<file path="src/design/arpc_pkg.sv">
// ----------------------------------------------------------------------------
// arpc_pkg: shared types and constants for the ARP cache
// Entry count, request codes, register indexes, controller states and cell bus types.
// ----------------------------------------------------------------------------
package arpc_pkg;

    localparam int ENTRIES  = 8;
    localparam int IDX_W    = (ENTRIES > 1) ? $clog2(ENTRIES) : 1;
    localparam int CNT_W    = $clog2(ENTRIES + 1);

    localparam logic [1:0] REQ_TICK     = 2'd0;
    localparam logic [1:0] REQ_LEARN    = 2'd1;
    localparam logic [1:0] REQ_LOOKUP   = 2'd2;
    localparam logic [1:0] REQ_RESERVED = 2'd3;

    localparam logic [1:0] REG_LOCAL_IP    = 2'd0;
    localparam logic [1:0] REG_SUBNET_MASK = 2'd1;
    localparam logic [1:0] REG_ROUTER_IP   = 2'd2;
    localparam logic [1:0] REG_MAX_AGE     = 2'd3;

    typedef enum logic [1:0] {
        ST_IDLE,
        ST_SCAN,
        ST_WRITE,
        ST_OUT
    } state_t;

    // Command broadcast from the controller to every cell.
    typedef struct packed {
        logic        tick;      // advance-age check this cycle
        logic        wr;        // write learn data into selected cell
        logic [IDX_W-1:0] wr_idx;
        logic [31:0] ip;
        logic [47:0] mac;
        logic [7:0]  now;
        logic [7:0]  max_age;
    } cell_cmd_t;

    // Entry view handed along the chain, one cell per cycle while the chain rotates.
    typedef struct packed {
        logic [31:0] ip;
        logic [47:0] mac;
        logic [7:0]  stamp;
    } entry_t;

endpackage

</file>
<file path="src/design/arpc_cell.sv">
// ----------------------------------------------------------------------------
// arpc_cell: one cache entry
// Holds one entry, takes a learn write when selected, ages it out on tick and
// loads its neighbor's entry when the chain rotates.
// ----------------------------------------------------------------------------
module arpc_cell (
    input  logic                  clk,
    input  logic                  rst_n,
    input  arpc_pkg::cell_cmd_t   cmd,
    input  logic                  rot,
    input  logic [arpc_pkg::IDX_W-1:0] my_idx,
    input  arpc_pkg::entry_t      prev,
    output arpc_pkg::entry_t      cur
);
    import arpc_pkg::*;

    entry_t e_reg, e_next;
    logic [7:0] age;

    assign age = cmd.now - e_reg.stamp;
    assign cur = e_reg;

    always_comb
    begin
        e_next = e_reg;
        if (rot)
        begin
            e_next = prev;
        end
        else if (cmd.wr && cmd.wr_idx == my_idx)
        begin
            e_next.ip    = cmd.ip;
            e_next.mac   = cmd.mac;
            e_next.stamp = cmd.now;
        end
        else if (cmd.tick && e_reg.ip != 32'd0 && age >= cmd.max_age)
        begin
            e_next.ip = 32'd0;
        end
    end

    always_ff @(posedge clk or negedge rst_n)
    begin
        if (!rst_n)
            e_reg <= '0;
        else
            e_reg <= e_next;
    end

endmodule

</file>
<file path="src/design/arp_cache_with_aging_unit.sv">
// ----------------------------------------------------------------------------
// arp_cache_with_aging_unit: IPv4-to-MAC cache with tick-based aging
// Chain of entry cells rotated past one scan point by a small controller.
// ----------------------------------------------------------------------------
// Usage: send items on s_axis; tdata holds req_type (0 tick, 1 learn,
// 2 lookup), target_ip and mac_addr. A tick does not close the input:
// the clock advances at acceptance and every cell ages out its own entry in
// parallel on the next cycle, while the input stays open. Learn
// and lookup rotate the ring of ENTRIES cells once past the scan point at
// cell 0, one entry per cycle; the ring ends back in its original order. A
// learn scans and then writes in the write state before the input reopens.
// A lookup result is registered after the scan and the output state, and
// the input reopens the cycle after the result item is taken. A broadcast
// lookup skips the scan and its result is valid the cycle after acceptance.
// Ignored items (learn of IP 0, request type 3) leave the input open. Only
// lookups produce a result item on m_axis. One item is worked on at a time.
// Write the configuration registers only while idle.
module arp_cache_with_aging_unit (
    input  logic          clk,
    input  logic          rst_n,
    input  logic          s_axis_tvalid,
    output logic          s_axis_tready,
    input  logic [87:0]   s_axis_tdata,   // req_type[1:0], target_ip[33:2], mac_addr[81:34]
    output logic          m_axis_tvalid,
    input  logic          m_axis_tready,
    output logic [87:0]   m_axis_tdata,   // found[0], dest_mac[48:1], is_broadcast[49], request_ip[81:50]
    input  logic          cfg_we,
    input  logic [1:0]    cfg_addr,
    input  logic [31:0]   cfg_wdata
);
    import arpc_pkg::*;

    logic [31:0] local_ip_reg, mask_reg, router_reg;
    logic [7:0]  max_age_reg, now_reg, now_next;

    state_t state_reg, state_next;
    logic [CNT_W-1:0] cnt_reg, cnt_next;
    logic [1:0]  req_reg;
    logic [31:0] ip_reg;    // learn ip, or lookup next hop
    logic [47:0] mac_reg;

    // scan results
    logic             hit_reg, hit_next;
    logic [IDX_W-1:0] hit_idx_reg, hit_idx_next;
    logic [47:0]      hit_mac_reg, hit_mac_next;
    logic             free_ok_reg, free_ok_next;
    logic [IDX_W-1:0] free_idx_reg, free_idx_next;
    logic [IDX_W-1:0] old_idx_reg, old_idx_next;
    logic [7:0]       old_age_reg, old_age_next;
    logic             old_ok_reg, old_ok_next;

    logic        ov_reg;
    logic [87:0] od_reg;
    logic        bcast_hold_reg;

    cell_cmd_t cmd;
    logic      rot;
    entry_t    ring [ENTRIES];
    entry_t    head;
    logic [7:0] head_age;
    logic [IDX_W-1:0] scan_idx;

    logic accept;
    logic [1:0]  in_req;
    logic [31:0] in_ip;
    logic [47:0] in_mac;
    logic        in_bcast;
    logic [31:0] in_hop;

    assign in_req = s_axis_tdata[1:0];
    assign in_ip  = s_axis_tdata[33:2];
    assign in_mac = s_axis_tdata[81:34];

    assign s_axis_tready = (state_reg == ST_IDLE) && !ov_reg;
    assign accept = s_axis_tvalid && s_axis_tready;

    assign in_bcast = (in_ip == 32'hFFFF_FFFF) || (in_ip == (local_ip_reg | ~mask_reg));
    assign in_hop = ((in_ip & mask_reg) != (local_ip_reg & mask_reg)) ? router_reg : in_ip;

    // configuration
    always_ff @(posedge clk or negedge rst_n)
    begin
        if (!rst_n)
        begin
            local_ip_reg <= 32'd0;
            mask_reg     <= 32'hFFFF_FF00;
            router_reg   <= 32'd0;
            max_age_reg  <= 8'd20;
        end
        else if (cfg_we)
        begin
            case (cfg_addr)
                REG_LOCAL_IP:    local_ip_reg <= cfg_wdata;
                REG_SUBNET_MASK: mask_reg     <= cfg_wdata;
                REG_ROUTER_IP:   router_reg   <= cfg_wdata;
                REG_MAX_AGE:     max_age_reg  <= cfg_wdata[7:0];
                default:         ;
            endcase
        end
    end

    // cell chain: cell k loads from cell k+1 on rotate, so the scan point at
    // cell 0 sees entries in index order
    genvar g;
    generate
        for (g = 0; g < ENTRIES; g++)
        begin : g_cell
            arpc_cell u_cell (
                .clk    (clk),
                .rst_n  (rst_n),
                .cmd    (cmd),
                .rot    (rot),
                .my_idx (IDX_W'(g)),
                .prev   (ring[(g + 1) % ENTRIES]),
                .cur    (ring[g])
            );
        end
    endgenerate

    assign head     = ring[0];
    assign head_age = now_reg - head.stamp;
    assign scan_idx = cnt_reg[IDX_W-1:0];

    // next state
    always_comb
    begin
        state_next = state_reg;
        case (state_reg)
            ST_IDLE:
                if (accept && (in_req == REQ_LEARN || in_req == REQ_LOOKUP) &&
                    !(in_req == REQ_LEARN && in_ip == 32'd0) &&
                    !(in_req == REQ_LOOKUP && in_bcast))
                    state_next = ST_SCAN;
            ST_SCAN:
                if (cnt_reg == CNT_W'(ENTRIES - 1))
                    state_next = (req_reg == REQ_LEARN) ? ST_WRITE : ST_OUT;
            ST_WRITE: state_next = ST_IDLE;
            ST_OUT:   state_next = ST_IDLE;
            default:  state_next = ST_IDLE;
        endcase
    end

    // outputs / datapath control
    always_comb
    begin
        rot          = (state_reg == ST_SCAN);
        cnt_next     = (state_reg == ST_SCAN) ? cnt_reg + 1'b1 : '0;
        now_next     = now_reg;
        hit_next     = hit_reg;
        hit_idx_next = hit_idx_reg;
        hit_mac_next = hit_mac_reg;
        free_ok_next = free_ok_reg;
        free_idx_next = free_idx_reg;
        old_idx_next = old_idx_reg;
        old_age_next = old_age_reg;
        old_ok_next  = old_ok_reg;
        cmd.tick     = 1'b0;
        cmd.wr       = 1'b0;
        cmd.wr_idx   = '0;
        cmd.ip       = ip_reg;
        cmd.mac      = mac_reg;
        cmd.now      = now_reg;
        cmd.max_age  = max_age_reg;

        if (state_reg == ST_IDLE)
        begin
            hit_next = 1'b0; free_ok_next = 1'b0; old_ok_next = 1'b0;
            old_age_next = '0;
            if (accept && in_req == REQ_TICK)
                now_next = now_reg + 8'd1;
        end
        // aging check runs the cycle after the clock advanced
        if (state_reg == ST_IDLE && req_reg == REQ_TICK && bcast_hold_reg)
            cmd.tick = 1'b1;

        if (state_reg == ST_SCAN && head.ip != 32'd0)
        begin
            if (head.ip == ip_reg)
            begin
                // lookup keeps lowest hit, learn keeps highest
                if (!hit_reg || req_reg == REQ_LEARN)
                begin
                    hit_next = 1'b1;
                    hit_idx_next = scan_idx;
                    hit_mac_next = head.mac;
                end
            end
            if (!old_ok_reg || head_age >= old_age_reg)
            begin
                old_ok_next = 1'b1;
                old_idx_next = scan_idx;
                old_age_next = head_age;
            end
        end
        else if (state_reg == ST_SCAN && !free_ok_reg)
        begin
            free_ok_next = 1'b1;
            free_idx_next = scan_idx;
        end

        if (state_reg == ST_WRITE)
        begin
            cmd.wr = hit_reg || free_ok_reg || old_ok_reg;
            cmd.wr_idx = hit_reg ? hit_idx_reg : (free_ok_reg ? free_idx_reg : old_idx_reg);
        end
    end

    always_ff @(posedge clk or negedge rst_n)
    begin
        if (!rst_n)
        begin
            state_reg <= ST_IDLE;
            cnt_reg   <= '0;
            now_reg   <= 8'd0;
            ov_reg    <= 1'b0;
            req_reg   <= REQ_TICK;
            bcast_hold_reg <= 1'b0;
            hit_reg <= 1'b0; free_ok_reg <= 1'b0; old_ok_reg <= 1'b0;
        end
        else
        begin
            state_reg <= state_next;
            cnt_reg   <= cnt_next;
            now_reg   <= now_next;
            hit_reg <= hit_next; free_ok_reg <= free_ok_next; old_ok_reg <= old_ok_next;
            // flag marks "tick pending": reused one-cycle pulse
            bcast_hold_reg <= accept && in_req == REQ_TICK;
            if (accept)
                req_reg <= in_req;
            if (m_axis_tvalid && m_axis_tready)
                ov_reg <= 1'b0;
            else if (accept && in_req == REQ_LOOKUP && in_bcast)
                ov_reg <= 1'b1;
            else if (state_reg == ST_OUT)
                ov_reg <= 1'b1;
        end
    end

    // payload
    always_ff @(posedge clk)
    begin
        hit_idx_reg  <= hit_idx_next;
        hit_mac_reg  <= hit_mac_next;
        free_idx_reg <= free_idx_next;
        old_idx_reg  <= old_idx_next;
        old_age_reg  <= old_age_next;
        if (accept)
        begin
            ip_reg  <= (in_req == REQ_LOOKUP) ? in_hop : in_ip;
            mac_reg <= in_mac;
        end
        if (accept && in_req == REQ_LOOKUP && in_bcast)
            od_reg <= {6'd0, 32'd0, 1'b1, 48'hFFFF_FFFF_FFFF, 1'b1};
        else if (state_reg == ST_OUT)
            od_reg <= hit_reg ? {6'd0, 32'd0, 1'b0, hit_mac_reg, 1'b1}
                              : {6'd0, ip_reg, 1'b0, 48'd0, 1'b0};
    end

    assign m_axis_tvalid = ov_reg;
    assign m_axis_tdata  = od_reg;

endmodule

</file>
<file path="config.mk">
export PLATFORM = sky130hd
export DESIGN_NAME = arp_cache_with_aging_unit
export DESIGN_NICKNAME = d
export VERILOG_FILES = /design/src/design/arpc_pkg.sv /design/src/design/arpc_cell.sv /design/src/design/arp_cache_with_aging_unit.sv
export SDC_FILE = /design/constraint.sdc
export NUM_CORES = 2
export LEC_CHECK = 0
export BUFFER_PORTS_ARGS = -buffer_cell sky130_fd_sc_hd__clkbuf_2
export CORE_MARGIN = 1.5
export CORE_UTILIZATION = 45
export DETAILED_ROUTE_END_ITERATION = 10
export HOLD_SLACK_MARGIN = 0.02
export PLACE_DENSITY = 0.62
export SLEW_MARGIN = 30
export SYNTH_ARGS = -nofsm -noshare
export SYNTH_HDL_FRONTEND = slang
export SYNTH_SLANG_ARGS = --single-unit
</file>
<file path="constraint.sdc">
create_clock -name clk -period 5.7 [get_ports clk]
set_input_delay 0.285 -clock clk [delete_from_list [all_inputs] [get_ports clk]]
set_output_delay 0.285 -clock clk [all_outputs]
set_load 0.05 [all_outputs]
</file>
==> impl_metrics.env <==
export IMPL_crit_arrival_ns=4.91
export IMPL_post_cts_buffers=0
export IMPL_largest_reg_flops=704
export IMPL_clock_skew_final_ns=0.0345
export IMPL_finalHoldViolations=0
export IMPL_clk_latency_ns=0.72
export IMPL_root_buffer="clkbuf_16"
export IMPL_synth_top_area_frac=0.410
export IMPL_slew_violations=0
export IMPL_p_int_mw=15.4
export IMPL_setup_tns_final_ns=0
export IMPL_cp_top_family="compound AO/OA/AOI/OAI gates"
export IMPL_synth_cells=5067
export IMPL_synth_area_leaders="dfrtp_1 41%, edfxtp_1 8.4%, nand2_1 8.0%"
export IMPL_hpwl_microns=86200
export IMPL_clk_pin_slew_ns=0.06
export IMPL_path_buf_inv=3
export IMPL_slowest_delay_ns=0.52
export IMPL_hold_start="s_axis_tdata[20]"
export IMPL_power_leakage_nw=25.1
export IMPL_synth_seq_cells=1056
export IMPL_drc=0
export IMPL_grt_usage=0.258
export IMPL_io_buffer_count=204
export IMPL_period_share=0.751
export IMPL_dr_first_iter_drc_count=4464
export IMPL_placed_cell_area_sq_mm=0.0510
export IMPL_cts_path_max_buffers=3
export IMPL_vias=38800
export IMPL_vias_per_cell=5.84
export IMPL_antenna_left=0
export IMPL_grt_pass1_vias=37400
export IMPL_syn_avg_cell_area_sq_um=9.68
export IMPL_h_tree_depth=3
export IMPL_postLayoutCoreUtil=0.516
export IMPL_place_congestion=0.890
export IMPL_cp_required_ns=6.33
export IMPL_synth_largest_area_cell="dfrtp_1"
export IMPL_start_util=0.456
export IMPL_grt_max_degree=249
export IMPL_die_h_microns=333
export IMPL_start_kind="flop"
export IMPL_setup_viol=0
export IMPL_tightest_slew_ns=1.12
export IMPL_syn_cell_area_sq_mm=0.0491
export IMPL_num_io_pins=217
export IMPL_grt_pass1_wl_microns=225000
export IMPL_crit_type="flop to flop"
export IMPL_grt_overflow_total=0
export IMPL_final_cells=6641
export IMPL_fin_area_sq_mm=0.0556
export IMPL_cp_depth=15
export IMPL_cts_tree="done"
export IMPL_synthArstFlopShare=0.785
export IMPL_ys_warn_count=0
export IMPL_outcome="finished clean"
export IMPL_final_nets=5408
export IMPL_dr_pass1_iters=6
export IMPL_rsz0062_at_grt="no"
export IMPL_fp_dieW_microns=333
export IMPL_reg2reg_from="now_reg[0]"
export IMPL_cts_made_buffers=110
export IMPL_synth_top_flop_cell="dfrtp_1"
export IMPL_p_per_area_mw_per_mm2=438
export IMPL_seqPwrFrac=0.409
export IMPL_rrSetupSlack_ns=1.42
export IMPL_wirelength_microns=144000
export IMPL_std_cell_rows=120
export IMPL_critPathSlowestCell="dfrtp_1"
export IMPL_syn2layout_area_growth_pct=13.3
export IMPL_drv_cap=0
export IMPL_fp_dieArea_sq_mm=0.111
export IMPL_yosysSeqAreaShare=0.544
export IMPL_drive_gt1_frac=0.122
export IMPL_fmax_mhz=234
export IMPL_switchingPower_mw=8.89
export IMPL_cp_cell_sequence="inv_1 -> ha_1 -> inv_1 -> fa_1 -> a21o_1 -> a21oi_1 -> o21bai_1 -> a21oi_1 -> xnor2_1 -> ha_1 -> a211o_1 -> a31o_2 -> a211oi_4 -> buf_4 -> a221o_1"
export IMPL_antenna_found_initial=5
export IMPL_cp_max_fo=32
export IMPL_synth_cell_types=54
export IMPL_reg2reg_depth=15
export IMPL_slew_limit_headroom=0.251
export IMPL_holdPathEnd="ip_reg[18]"
export IMPL_whs_path_depth=2
export IMPL_crit_path_end_kind="flop"
export IMPL_fin_crit_ns=4.28
export IMPL_p_clk_frac=0.301
export IMPL_coreArea_sq_mm=0.108
export IMPL_synth_edf_count=137
export IMPL_n_antenna_cell=0
export IMPL_hold_path_class="primary input to flop"
export IMPL_pwr_share_comb=0.290
export IMPL_rr_endpoint="g_cell[3].u_cell.cur[58]"
export IMPL_cts_resized=0
export IMPL_ir_drop_v=0.000445
export IMPL_post_place_cells=6338
export IMPL_switching_share=0.366
export IMPL_clock_sinks=1056
export IMPL_routedWlPerCell_microns=21.7
[logic make-up after synthesis]
group / after synthesis / synth area share
AOI/OAI and AO/OA: 949 / 0.141
DFF: 1056 / 0.544
adders and majority gates: 141 / 0.0372
and+or+nand+nor: 2183 / 0.186
buffers and inverters: 503 / 0.0431
other: 1 / 0.0000764
xor gates and xnor gates: 99 / 0.0177
muxes: 135 / 0.0309
[timing repair]
item / 4_1_cts / 5_1_grt
hold buffers: 92 / 0
hold endpoints to repair: 248 / 0
setup endpoints to repair: 0 / 0
[cells in the mapped netlist, types with 26 or more instances]
cell type / n
mux2_2: 129
nand2_1: 1039
xor2_1: 52
a21o_1: 35
nand4_1: 38
ha_1: 133
nor2_1: 764
buf_4: 57
edfxtp_1: 137
a21oi_1: 95
clkbuf_1: 315
xnor2_1: 47
nor3b_1: 37
dfxtp_1: 90
dfstp_2: 26
o21ai_0: 40
inv_1: 107
nand3b_1: 38
a221o_1: 257
nand3_1: 108
dfrtp_1: 803
nor4_1: 80
a31oi_1: 457
[cell usage in the layout (no fill, tap or decap), types with 110 or more instances in the layout]
| cell | count |
|---|---|
| a221o_1 | 257 |
| a31oi_1 | 457 |
| clkbuf_16 | 110 |
| clkbuf_2 | 203 |
| dfrtp_1 | 801 |
| edfxtp_1 | 137 |
| ha_1 | 133 |
| mux2_2 | 129 |
| nand2_1 | 1030 |
| nor2_1 | 756 |
[power groups by stage]
stage / clock [mW] / combinational [mW] / sequential (mW)
after detailed placement: 0 / 6.93 / 10.1
after CTS: 7.42 / 7.01 / 9.95
after global placement: 0 / 6.79 / 10.0
after floorplan: 0 / 4.75 / 10.1
final: 7.31 / 7.06 / 9.96
after global routing: 7.72 / 7.79 / 10.1
[worst max-delay path by stage]
stage	startpoint	endpoint	slack, ns
2_1_floorplan	state_reg[1]	hit_idx_reg[0]	0.33
3_3_place_gp	now_reg[1]	old_age_reg[5]	1.20
3_5_place_dp	now_reg[0]	g_cell[3].u_cell.cur[58]	1.48
4_1_cts	now_reg[0]	g_cell[3].u_cell.cur[58]	1.45
5_1_grt	now_reg[0]	old_age_reg[7]	1.14
6_report	now_reg[0]	g_cell[3].u_cell.cur[58]	1.42
[metrics by stage]
step | setup WS [ns] | hold slack [ns] | power [mW]
floorplan | 0.331 | -0.0106 | 14.8
global placement | 1.20 | 0.391 | 16.8
detailed placement | 1.48 | 0.391 | 17.0
CTS | 1.45 | 0.0239 | 24.4
global route | 1.14 | 0.0524 | 25.6
finish | 1.42 | 0.0683 | 24.3
[final cells by class]
cell class              count  area (sq um)
inverters                 107           402
fillers                  9502         52100
repair buffers            352          2510
clock buffers             159          3120
clock inverters            51           549
well taps                1403          1760
flip-flops and latches   1056         26700
multi-input cells        3513         20600
[per-layer routing]
metal | routed length (microns) | up-vias | track usage
met3 | 8360 | 218 | 0.0315
met1 | 65900 | 19400 | 0.374
li1 | - | 17900 | -
met4 | 3550 | 2 | 0.0736
met2 | 66400 | 1207 | 0.405
met5 | 13 | - | 0
Power figures use the tool's default switching activity.
